<file path="src/hw/rtl/pn_pkg.sv">
// ----------------------------------------------------------------------------
// pn_pkg: shared constants and types for the path normaliser
// Buffer and stack sizes, derived widths, character codes, command and
// status codes.
// ----------------------------------------------------------------------------
package pn_pkg;

  // Sizes of the two stores
  localparam int PATH_MAX     = 256;
  localparam int MAX_SEGMENTS = 128;

  // Derived widths
  localparam int BUF_AW  = $clog2(PATH_MAX);
  localparam int LEN_W   = BUF_AW + 1;
  localparam int STK_AW  = $clog2(MAX_SEGMENTS);
  localparam int DEPTH_W = STK_AW + 1;
  localparam int SEG_W   = 9;
  localparam int NEED_W  = ((LEN_W > SEG_W) ? LEN_W : SEG_W) + 1;

  typedef logic [7:0] byte_t;
  typedef logic [1:0] status_t;
  typedef logic       cmd_t;

  // Character codes
  localparam byte_t CH_NUL   = 8'h00;
  localparam byte_t CH_DOT   = 8'h2E;
  localparam byte_t CH_SLASH = 8'h2F;

  // Commands
  localparam cmd_t CMD_FEED = 1'b0;
  localparam cmd_t CMD_READ = 1'b1;

  // Status codes
  localparam status_t ST_OK      = 2'd0;
  localparam status_t ST_INVALID = 2'd1;
  localparam status_t ST_NOSPACE = 2'd2;

  // Register reset value
  localparam byte_t NAME_LEN_RESET = 8'd255;

endpackage

</file>
<file path="src/hw/rtl/pn_in_if.sv">
// ----------------------------------------------------------------------------
// pn_in_if: request channel of the path normaliser
// Carries one command item: feed a path byte or read a buffer byte.
// ----------------------------------------------------------------------------
interface pn_in_if;
  import pn_pkg::*;

  logic  valid;
  logic  ready;
  cmd_t  command;
  byte_t char_in;
  byte_t read_index;

  modport source (output valid, output command, output char_in, output read_index,
                  input ready);
  modport sink   (input valid, input command, input char_in, input read_index,
                  output ready);
endinterface

</file>
<file path="src/hw/rtl/pn_out_if.sv">
// ----------------------------------------------------------------------------
// pn_out_if: result channel of the path normaliser
// Carries one result item per accepted request item.
// ----------------------------------------------------------------------------
interface pn_out_if;
  import pn_pkg::*;

  logic    valid;
  logic    ready;
  logic    done_res;
  status_t status;
  byte_t   path_length;
  byte_t   byte_out;

  modport source (output valid, output done_res, output status, output path_length,
                  output byte_out, input ready);
  modport sink   (input valid, input done_res, input status, input path_length,
                  input byte_out, output ready);
endinterface

</file>
<file path="src/hw/rtl/path_normalizer.sv">
// ----------------------------------------------------------------------------
// path_normalizer: streaming canonicaliser for absolute paths
// Takes a path one byte per item, builds its canonical form in a buffer RAM
// and keeps segment start lengths on a stack RAM.
// ----------------------------------------------------------------------------
// The block accepts one item per clock cycle and returns its result item in the
// cycle after acceptance; a stalled result holds the request side only for as
// long as the output register stays full. Feed items write at most one byte
// into the buffer RAM per cycle: the separator of the next segment is written
// when the previous segment is kept. A ".." segment restores the length from
// the stack top, which the stack RAM reads continuously at depth - 1; after a
// push or pop it is renewed via the depth and read registers before any "..".
// Read items return the buffer byte through the registered read port of the
// buffer RAM. Neither RAM is cleared after reset, so the block is ready at once.
module path_normalizer (
  input  logic               clk,
  input  logic               rst,
  input  logic               cfg_write_en,
  input  pn_pkg::byte_t      cfg_write_data,
  pn_in_if.sink              req,
  pn_out_if.source           rsp
);
  import pn_pkg::*;

  // Segment classification
  localparam logic [1:0] DOT_NONE  = 2'd0;
  localparam logic [1:0] DOT_ONE   = 2'd1;
  localparam logic [1:0] DOT_TWO   = 2'd2;
  localparam logic [1:0] DOT_OTHER = 2'd3;

  // Scalar state
  byte_t              max_name;
  logic [DEPTH_W-1:0] depth, depth_next;
  logic [LEN_W-1:0]   out_len, out_len_next;
  logic [SEG_W-1:0]   seg_len, seg_len_next;
  logic [LEN_W-1:0]   seg_begin, seg_begin_next;
  logic [1:0]         dot_pat, dot_pat_next;
  logic               in_path, in_path_next;
  status_t            status, status_next;
  logic               done_next;

  // Output register
  logic    rsp_valid;
  logic    done_q;
  status_t status_q;
  byte_t   len_q;
  logic    hit_q;

  // RAM ports
  logic              buf_we;
  logic [BUF_AW-1:0] buf_waddr;
  byte_t             buf_wdata;
  logic              buf_re;
  byte_t             buf_rdata;
  logic              stk_we;
  logic [STK_AW-1:0] stk_waddr;
  logic [LEN_W-1:0]  stk_wdata;
  logic [LEN_W-1:0]  stk_top;

  logic accept;
  logic is_feed;
  logic read_hit;

  assign req.ready = !rsp_valid || rsp.ready;
  assign accept    = req.valid && req.ready;
  assign is_feed   = req.command == CMD_FEED;
  assign buf_re    = accept && !is_feed;
  assign read_hit  = !is_feed && (NEED_W'(req.read_index) < NEED_W'(out_len));

  pn_ram #(.WIDTH(8), .DEPTH(PATH_MAX)) u_buf_ram (
    .clk   (clk),
    .we    (buf_we),
    .waddr (buf_waddr),
    .wdata (buf_wdata),
    .re    (buf_re),
    .raddr (BUF_AW'(req.read_index)),
    .rdata (buf_rdata)
  );

  // Stack top is read back continuously
  pn_ram #(.WIDTH(LEN_W), .DEPTH(MAX_SEGMENTS)) u_stk_ram (
    .clk   (clk),
    .we    (stk_we),
    .waddr (stk_waddr),
    .wdata (stk_wdata),
    .re    (1'b1),
    .raddr (STK_AW'(depth - DEPTH_W'(1))),
    .rdata (stk_top)
  );

  // Work out the next state for one feed item
  always_comb begin
    logic [SEG_W-1:0]  sl_inc;
    logic [LEN_W-1:0]  sb_b;
    logic [LEN_W-1:0]  ol_b;
    logic [1:0]        dp_b;
    logic              sep;
    logic [NEED_W-1:0] need;
    logic              do_end;

    depth_next     = depth;
    out_len_next   = out_len;
    seg_len_next   = seg_len;
    seg_begin_next = seg_begin;
    dot_pat_next   = dot_pat;
    in_path_next   = in_path;
    status_next    = status;
    done_next      = 1'b0;
    buf_we         = 1'b0;
    buf_waddr      = out_len[BUF_AW-1:0];
    buf_wdata      = CH_SLASH;
    stk_we         = 1'b0;
    stk_waddr      = depth[STK_AW-1:0];
    stk_wdata      = seg_begin;
    sl_inc         = seg_len + SEG_W'(1);
    sb_b           = seg_begin;
    ol_b           = out_len;
    dp_b           = DOT_OTHER;
    sep            = seg_begin > LEN_W'(1);
    need           = NEED_W'(seg_begin) + NEED_W'(sep) + NEED_W'(seg_len);
    do_end         = 1'b0;

    if (accept && is_feed) begin
      if (!in_path) begin
        // First byte of a path: start afresh
        status_next    = ST_OK;
        depth_next     = '0;
        seg_len_next   = '0;
        seg_begin_next = '0;
        dot_pat_next   = DOT_NONE;
        out_len_next   = '0;
        if (req.char_in == CH_NUL || req.char_in == CH_SLASH) begin
          buf_we       = 1'b1;
          buf_waddr    = '0;
          out_len_next = LEN_W'(1);
          done_next    = req.char_in == CH_NUL;
          in_path_next = req.char_in != CH_NUL;
        end else begin
          status_next  = ST_INVALID;
          in_path_next = 1'b1;
        end
      end else if (req.char_in == CH_NUL) begin
        do_end       = 1'b1;
        seg_len_next = '0;
        dot_pat_next = DOT_NONE;
        in_path_next = 1'b0;
        done_next    = 1'b1;
      end else if (status == ST_OK) begin
        if (req.char_in == CH_SLASH) begin
          do_end = 1'b1;
        end else begin
          // Byte within a segment; the separator is already in place
          if (seg_len == '0) begin
            sb_b = out_len;
            ol_b = out_len + LEN_W'(out_len > LEN_W'(1) &&
                                    out_len < LEN_W'(PATH_MAX - 1));
            dp_b = (req.char_in == CH_DOT) ? DOT_ONE : DOT_OTHER;
          end else begin
            dp_b = (dot_pat == DOT_ONE && req.char_in == CH_DOT) ? DOT_TWO : DOT_OTHER;
          end
          seg_begin_next = sb_b;
          if (sl_inc > SEG_W'(max_name)) begin
            status_next  = ST_INVALID;
            out_len_next = sb_b;
            seg_len_next = '0;
            dot_pat_next = DOT_NONE;
          end else begin
            seg_len_next = sl_inc;
            dot_pat_next = dp_b;
            out_len_next = ol_b;
            if (ol_b < LEN_W'(PATH_MAX - 1)) begin
              buf_we       = 1'b1;
              buf_waddr    = ol_b[BUF_AW-1:0];
              buf_wdata    = req.char_in;
              out_len_next = ol_b + LEN_W'(1);
            end
          end
        end
      end
    end

    // Close the current segment: drop, pop, keep or fail for lack of space
    if (do_end && seg_len != '0 && status == ST_OK) begin
      seg_len_next = '0;
      dot_pat_next = DOT_NONE;
      case (dot_pat)
        DOT_ONE: begin
          out_len_next = seg_begin;
        end
        DOT_TWO: begin
          out_len_next = seg_begin;
          if (depth != '0) begin
            depth_next   = depth - DEPTH_W'(1);
            out_len_next = stk_top;
          end
        end
        default: begin
          if (need >= NEED_W'(PATH_MAX)) begin
            status_next  = ST_NOSPACE;
            out_len_next = seg_begin;
          end else begin
            if (depth < DEPTH_W'(MAX_SEGMENTS)) begin
              stk_we     = 1'b1;
              depth_next = depth + DEPTH_W'(1);
            end
            // Lay down the separator for the next segment
            if (out_len < LEN_W'(PATH_MAX - 1)) begin
              buf_we = 1'b1;
            end
          end
        end
      endcase
    end
  end

  // Advance state and configuration
  always_ff @(posedge clk) begin
    if (rst) begin
      max_name  <= NAME_LEN_RESET;
      depth     <= '0;
      out_len   <= '0;
      seg_len   <= '0;
      seg_begin <= '0;
      dot_pat   <= DOT_NONE;
      in_path   <= 1'b0;
      status    <= ST_OK;
      rsp_valid <= 1'b0;
    end else begin
      if (cfg_write_en) begin
        max_name <= cfg_write_data;
      end
      depth     <= depth_next;
      out_len   <= out_len_next;
      seg_len   <= seg_len_next;
      seg_begin <= seg_begin_next;
      dot_pat   <= dot_pat_next;
      in_path   <= in_path_next;
      status    <= status_next;
      if (accept) begin
        rsp_valid <= 1'b1;
      end else if (rsp.ready) begin
        rsp_valid <= 1'b0;
      end
    end
  end

  // Capture the result item
  always_ff @(posedge clk) begin
    if (accept) begin
      done_q   <= done_next;
      status_q <= status_next;
      len_q    <= out_len_next[7:0];
      hit_q    <= read_hit;
    end
  end

  assign rsp.valid       = rsp_valid;
  assign rsp.done_res    = done_q;
  assign rsp.status      = status_q;
  assign rsp.path_length = len_q;
  assign rsp.byte_out    = hit_q ? buf_rdata : 8'h00;

endmodule

</file>
<file path="src/hw/rtl/pn_ram.sv">
// ----------------------------------------------------------------------------
// pn_ram: generic single-write, single-read RAM
// One write port, one read port with registered read data and read enable.
// ----------------------------------------------------------------------------
module pn_ram #(
  parameter int WIDTH = 8,
  parameter int DEPTH = 256
) (
  input  logic                     clk,
  input  logic                     we,
  input  logic [$clog2(DEPTH)-1:0] waddr,
  input  logic [WIDTH-1:0]         wdata,
  input  logic                     re,
  input  logic [$clog2(DEPTH)-1:0] raddr,
  output logic [WIDTH-1:0]         rdata
);

  logic [WIDTH-1:0] mem [DEPTH];

  // Write port
  always_ff @(posedge clk) begin
    if (we) begin
      mem[waddr] <= wdata;
    end
  end

  // Registered read, held while re is low
  always_ff @(posedge clk) begin
    if (re) begin
      rdata <= mem[raddr];
    end
  end

endmodule

</file>
<file path="src/flat_wrapper.sv">
// flat-port wrapper written by rule: the top's interface ports become plain ports
module path_normalizer_flat import pn_pkg::*;
  (clk, rst, cfg_write_en, cfg_write_data, req_valid, req_command, req_char_in, req_read_index, req_ready, rsp_valid, rsp_done_res, rsp_status, rsp_path_length, rsp_byte_out, rsp_ready);
  pn_in_if req_i ();
  pn_out_if rsp_i ();
  input  logic clk;
  input  logic rst;
  input  logic cfg_write_en;
  input  pn_pkg::byte_t cfg_write_data;
  input wire logic [$bits(req_i.valid)-1:0] req_valid;
  input wire logic [$bits(req_i.command)-1:0] req_command;
  input wire logic [$bits(req_i.char_in)-1:0] req_char_in;
  input wire logic [$bits(req_i.read_index)-1:0] req_read_index;
  output wire logic [$bits(req_i.ready)-1:0] req_ready;
  output wire logic [$bits(rsp_i.valid)-1:0] rsp_valid;
  output wire logic [$bits(rsp_i.done_res)-1:0] rsp_done_res;
  output wire logic [$bits(rsp_i.status)-1:0] rsp_status;
  output wire logic [$bits(rsp_i.path_length)-1:0] rsp_path_length;
  output wire logic [$bits(rsp_i.byte_out)-1:0] rsp_byte_out;
  input wire logic [$bits(rsp_i.ready)-1:0] rsp_ready;
  assign req_i.valid = req_valid;
  assign req_i.command = req_command;
  assign req_i.char_in = req_char_in;
  assign req_i.read_index = req_read_index;
  assign req_ready = req_i.ready;
  assign rsp_valid = rsp_i.valid;
  assign rsp_done_res = rsp_i.done_res;
  assign rsp_status = rsp_i.status;
  assign rsp_path_length = rsp_i.path_length;
  assign rsp_byte_out = rsp_i.byte_out;
  assign rsp_i.ready = rsp_ready;
  path_normalizer u_core (.clk(clk), .rst(rst), .cfg_write_en(cfg_write_en), .cfg_write_data(cfg_write_data), .req(req_i), .rsp(rsp_i));
endmodule
</file>
<file path="config.mk">
export PLATFORM = sky130hd
export DESIGN_NAME = path_normalizer_flat
export DESIGN_NICKNAME = d
export VERILOG_FILES = /design/src/hw/rtl/pn_pkg.sv /design/src/hw/rtl/pn_in_if.sv /design/src/hw/rtl/pn_out_if.sv /design/src/hw/rtl/path_normalizer.sv /design/src/hw/rtl/pn_ram.sv /design/src/flat_wrapper.sv
export SDC_FILE = /design/constraint.sdc
export NUM_CORES = 2
export LEC_CHECK = 0
export BUFFER_PORTS_ARGS = -buffer_cell sky130_fd_sc_hd__clkbuf_2
export CORE_MARGIN = 5
export CORE_UTILIZATION = 51
export CTS_BUF_LIST = sky130_fd_sc_hd__clkbuf_2
export DETAILED_ROUTE_END_ITERATION = 6
export MAX_ROUTING_LAYER = met4
export PLACE_DENSITY = 0.65
export SYNTH_ARGS = -nofsm -noshare
export SYNTH_HDL_FRONTEND = slang
export SYNTH_SLANG_ARGS = --single-unit
</file>
<file path="constraint.sdc">
create_clock -name clk -period 9.5 [get_ports clk]
set_input_delay 0.95 -clock clk [delete_from_list [all_inputs] [get_ports clk]]
set_output_delay 0.95 -clock clk [all_outputs]
set_load 0.03 [all_outputs]
</file>
==> impl_metrics.ini <==
[floorplanning]
die_w_um = 512.6
io_pins = 51
fp-row-count = 184
die-area_um2 = 262700
start_util = 0.5124
core_area_um2 = 251400
die_y_um = 512.6

[layout]
multi_input_comb_area_um2 = 29730
drive_above_1_share = 0.3483
area_growth_pct = 9.148
finish.utilization = 0.5593
nNetsFinal = 6463
finalNonFillerCells = 10345
final-seq-area_um2 = 97890
nFillCells = 18925

[placed_design]
gp_congestion = 0.8980
dpl.cell_count = 8906
place_hpwl_mm = 182.0
portBuffers = 50

[clocking]
cts_buffers = 777
clock_latency_ns = 1.83
cts.sinks = 3278
path_clk_slew_ns = 0.11
clock-root-buffer = clkbuf_2
cts_tree = done
ctsResizeCount = 0
clock_path_buffers = 4
cts_htree_levels = 6

[timing]
finalSetupViolCount = 0
fmax_ghz = 0.1361
layout_min_cycle_time_ns = 7.349
drv_slew = 0
finalCritPeriodShare = 0.7736
skew_ns = 0.1370
slew-limit-headroom = 0.1315
tightest_slew_ns = 1.303
hold_viol_final = 0
grt_setup_unrepaired = no
finalSetupTns_ns = 0

[logic_synthesis]
netlist.area_leader.share = 0.7506
synth_cell_type_count = 86
seq_area_frac_synth = 0.7596
yosys_warnings = 0
synth-seq-cells = 3278
syn_avg_cell_area_um2 = 22.47
synthTopCellsByArea = edfxtp_1 75%, mux4_2 18%, nor2_1 1.3%
synth_top_flop_cell = edfxtp_1
yosysTopAreaCell = edfxtp_1
netlist_area_um2 = 128800
synth_edf_count = 3220
netlist_instances = 5734
async_flop_share = 0

[run_status]
status = complete, no violations

[worst_hold_path]
hold_path_end = u_core.u_buf_ram.rdata[3]
worstHoldPathType = in2reg
min_path_cells = 4
hp-start = req_read_index[6]

[detailed_routing]
wl_per_cell_um = 30.08
dr.pass1.iters = 6
drc = 0
finalWirelength_mm = 311.2
via_per_inst = 6.202
via_count = 64162
ant_nets = 0
first_iter_violations = 7699

[global_route]
grt_pass1_wl_mm = 452.6
grt_max_degree = 177
track_usage = 0.2426
overflow = 0
grt_pass1_vias = 64677
antenna_found_initial = 12

[pwr]
p_leak_nw = 46.58
clkPwrFrac = 0.351
comb_power_share = 0.029
power_density_nw_per_um2 = 179.8
p_sw_frac = 0.2328
seqPwrFrac = 0.620
p_int_mw = 19.39
p_sw_mw = 5.884
vdd.ir_drop.worst_mv = 0.1549

[worst_setup_path]
worstPathRequired_ns = 10.91
path_max_fanout = 16
reg2reg_from = u_core.out_len[6]
reg2regPathDepth = 14
arrival_ns = 8.76
cp-start-kind = flip-flop
reg2reg_slack_ns = 2.15
r2r-end = u_core.u_buf_ram.mem[37][7]
critical_path_class = reg2reg
crit_path_end_kind = flip-flop

[flow_run]
max_cap_violations = 0
## critical path: stages, from the launching register on
cell and delay (ns):
dfxtp_1 0.75, nand4_1 0.27, nor4_1 0.24, nor2_1 0.12, o31a_1 0.13, ha_1 0.21
ha_1 0.29, xnor2_1 0.16, or4b_1 0.54, a31oi_1 0.95, a2111oi_2 0.23, or2_2 0.39
a211oi_2 0.62, nand3_1 1.09, nor2_1 1.00
## cell usage after synthesis (all sizes together) (7+ instances only)
cell type / instances
edfxtp: 3220
mux4: 1058
nor2: 449
clkbuf: 214
buf: 111
nand2: 90
nand3: 60
dfxtp: 58
a21oi: 46
o21ai: 39
ha: 33
nor3: 29
inv: 26
a22oi: 21
xnor2: 21
nor4: 20
o211ai: 19
and2: 17
a211oi: 16
a21o: 14
nand4: 14
or3: 12
mux2: 11
nand2b: 11
and3: 9
nor2b: 9
o22ai: 8
a22o: 7
or2: 7
## cells in the final DEF (no fill, tap or decap), types with 12 or more instances in the layout
cell	instances
a21o_1	14
edfxtp_1	3220
buf_4	78
a21oi_1	44
clkinv_1	204
inv_2	15
a22oi_1	20
nand4_1	14
clkbuf_2	1136
mux4_2	1058
buf_12	14
dfxtp_1	48
diode_2	17
dlygate4sd3_1	63
o211ai_1	19
nand2_1	90
inv_1	26
nor3_1	26
bufinv_16	12
nor4_1	17
xnor2_1	16
ha_1	32
a211oi_1	13
nand3_1	52
and2_1	14
o21ai_0	37
clkinv_2	30
nor2_1	449
## power groups by stage
stage	registers, mW	clock network [mW]	logic [mW]
after floorplan	16.0	0	0.469
after global placement	16.0	0	0.709
after detailed placement	16.0	0	0.713
after CTS	15.7	9.13	0.735
after global routing	15.7	9.93	0.768
final	15.7	8.88	0.731
## final cells by class
cell class / count / share of cell area
Inverter: 28 / 0.0007475
Clock inverter: 268 / 0.009949
Timing Repair Buffer: 205 / 0.01268
Antenna cell: 17 / 0.0003026
Clock buffer: 1091 / 0.03884
Multi-Input combinational cell: 2110 / 0.2115
Tap cell: 3348 / 0.02979
Sequential cell: 3278 / 0.6962
## flip-flops by register name (all words and copies together), names as in the netlist, 8 cells and up
signal,cells
u_core.depth,8
u_core.max_name,8
u_core.out_len,9
u_core.rsp.path_length,8
u_core.seg_begin,9
u_core.seg_len,9
u_core.u_buf_ram.mem,2048
u_core.u_buf_ram.rdata,8
u_core.u_stk_ram.mem,1152
u_core.u_stk_ram.rdata,9
## stage by stage
step | cell area (µm²) | setup slack [ns] | hold WS (ns) | power (mW)
finish | 140600 | 2.151 | 0.3009 | 25.28
global route | 140600 | 1.892 | 0.1511 | 26.37
CTS | 140600 | 2.309 | 0.02602 | 25.53
detailed placement | 133100 | 2.309 | 0.4807 | 16.71
global placement | 133100 | 2.425 | 0.4808 | 16.71
floorplan | 128800 | 2.071 | 0.4458 | 16.48
## logic make-up (layout without fill, tap and decap cells)
family                   Yosys count  count (layout)  share of synthesized area
AO/OA/AOI/OAI                    217             217                    0.01195
multiplexers                    1073            1073                     0.1862
flip-flops                      3278            3278                     0.7596
other                              1              25                 0.00002911
AND/OR/NAND/NOR                  752             752                    0.02633
XOR/XNOR                          27              27                   0.002011
adder cells (fa/ha/maj)           33              33                   0.003205
buffers and inverters            353            1592                    0.01060
## what timing repair did
| action | 4_1_cts | 5_1_grt |
|---|---|---|
| buffers inserted | 0 | 0 |
| hold buffers | 63 | 0 |
| setup endpoints to repair | 0 | 0 |
| hold endpoints to repair | 460 | 0 |
## routing by layer
metal	routed length (µm)	vias to the layer above	track usage
met5	0	-	-
met4	6283	0	0.06079
met3	31380	445	0.05701
li1	-	26197	-
met2	142600	3758	0.3460
met1	130900	33762	0.3599
## how the worst max path moves through the flow
stage,startpoint,endpoint,depth (start not counted),slack [ns]
finish,u_core.out_len[6],u_core.u_buf_ram.mem[37][7],14,2.15
global route,u_core.out_len[6],u_core.u_buf_ram.mem[202][7],14,1.89
CTS,u_core.out_len[6],u_core.u_buf_ram.mem[72][5],15,2.31
detailed placement,u_core.out_len[6],u_core.u_buf_ram.mem[72][3],15,2.31
global placement,u_core.out_len[7],u_core.u_buf_ram.mem[8][5],15,2.42
floorplan,u_core.out_len[7],u_core.u_buf_ram.mem[0][0],15,2.07
No activity file was read; power rests on OpenSTA's default activity.
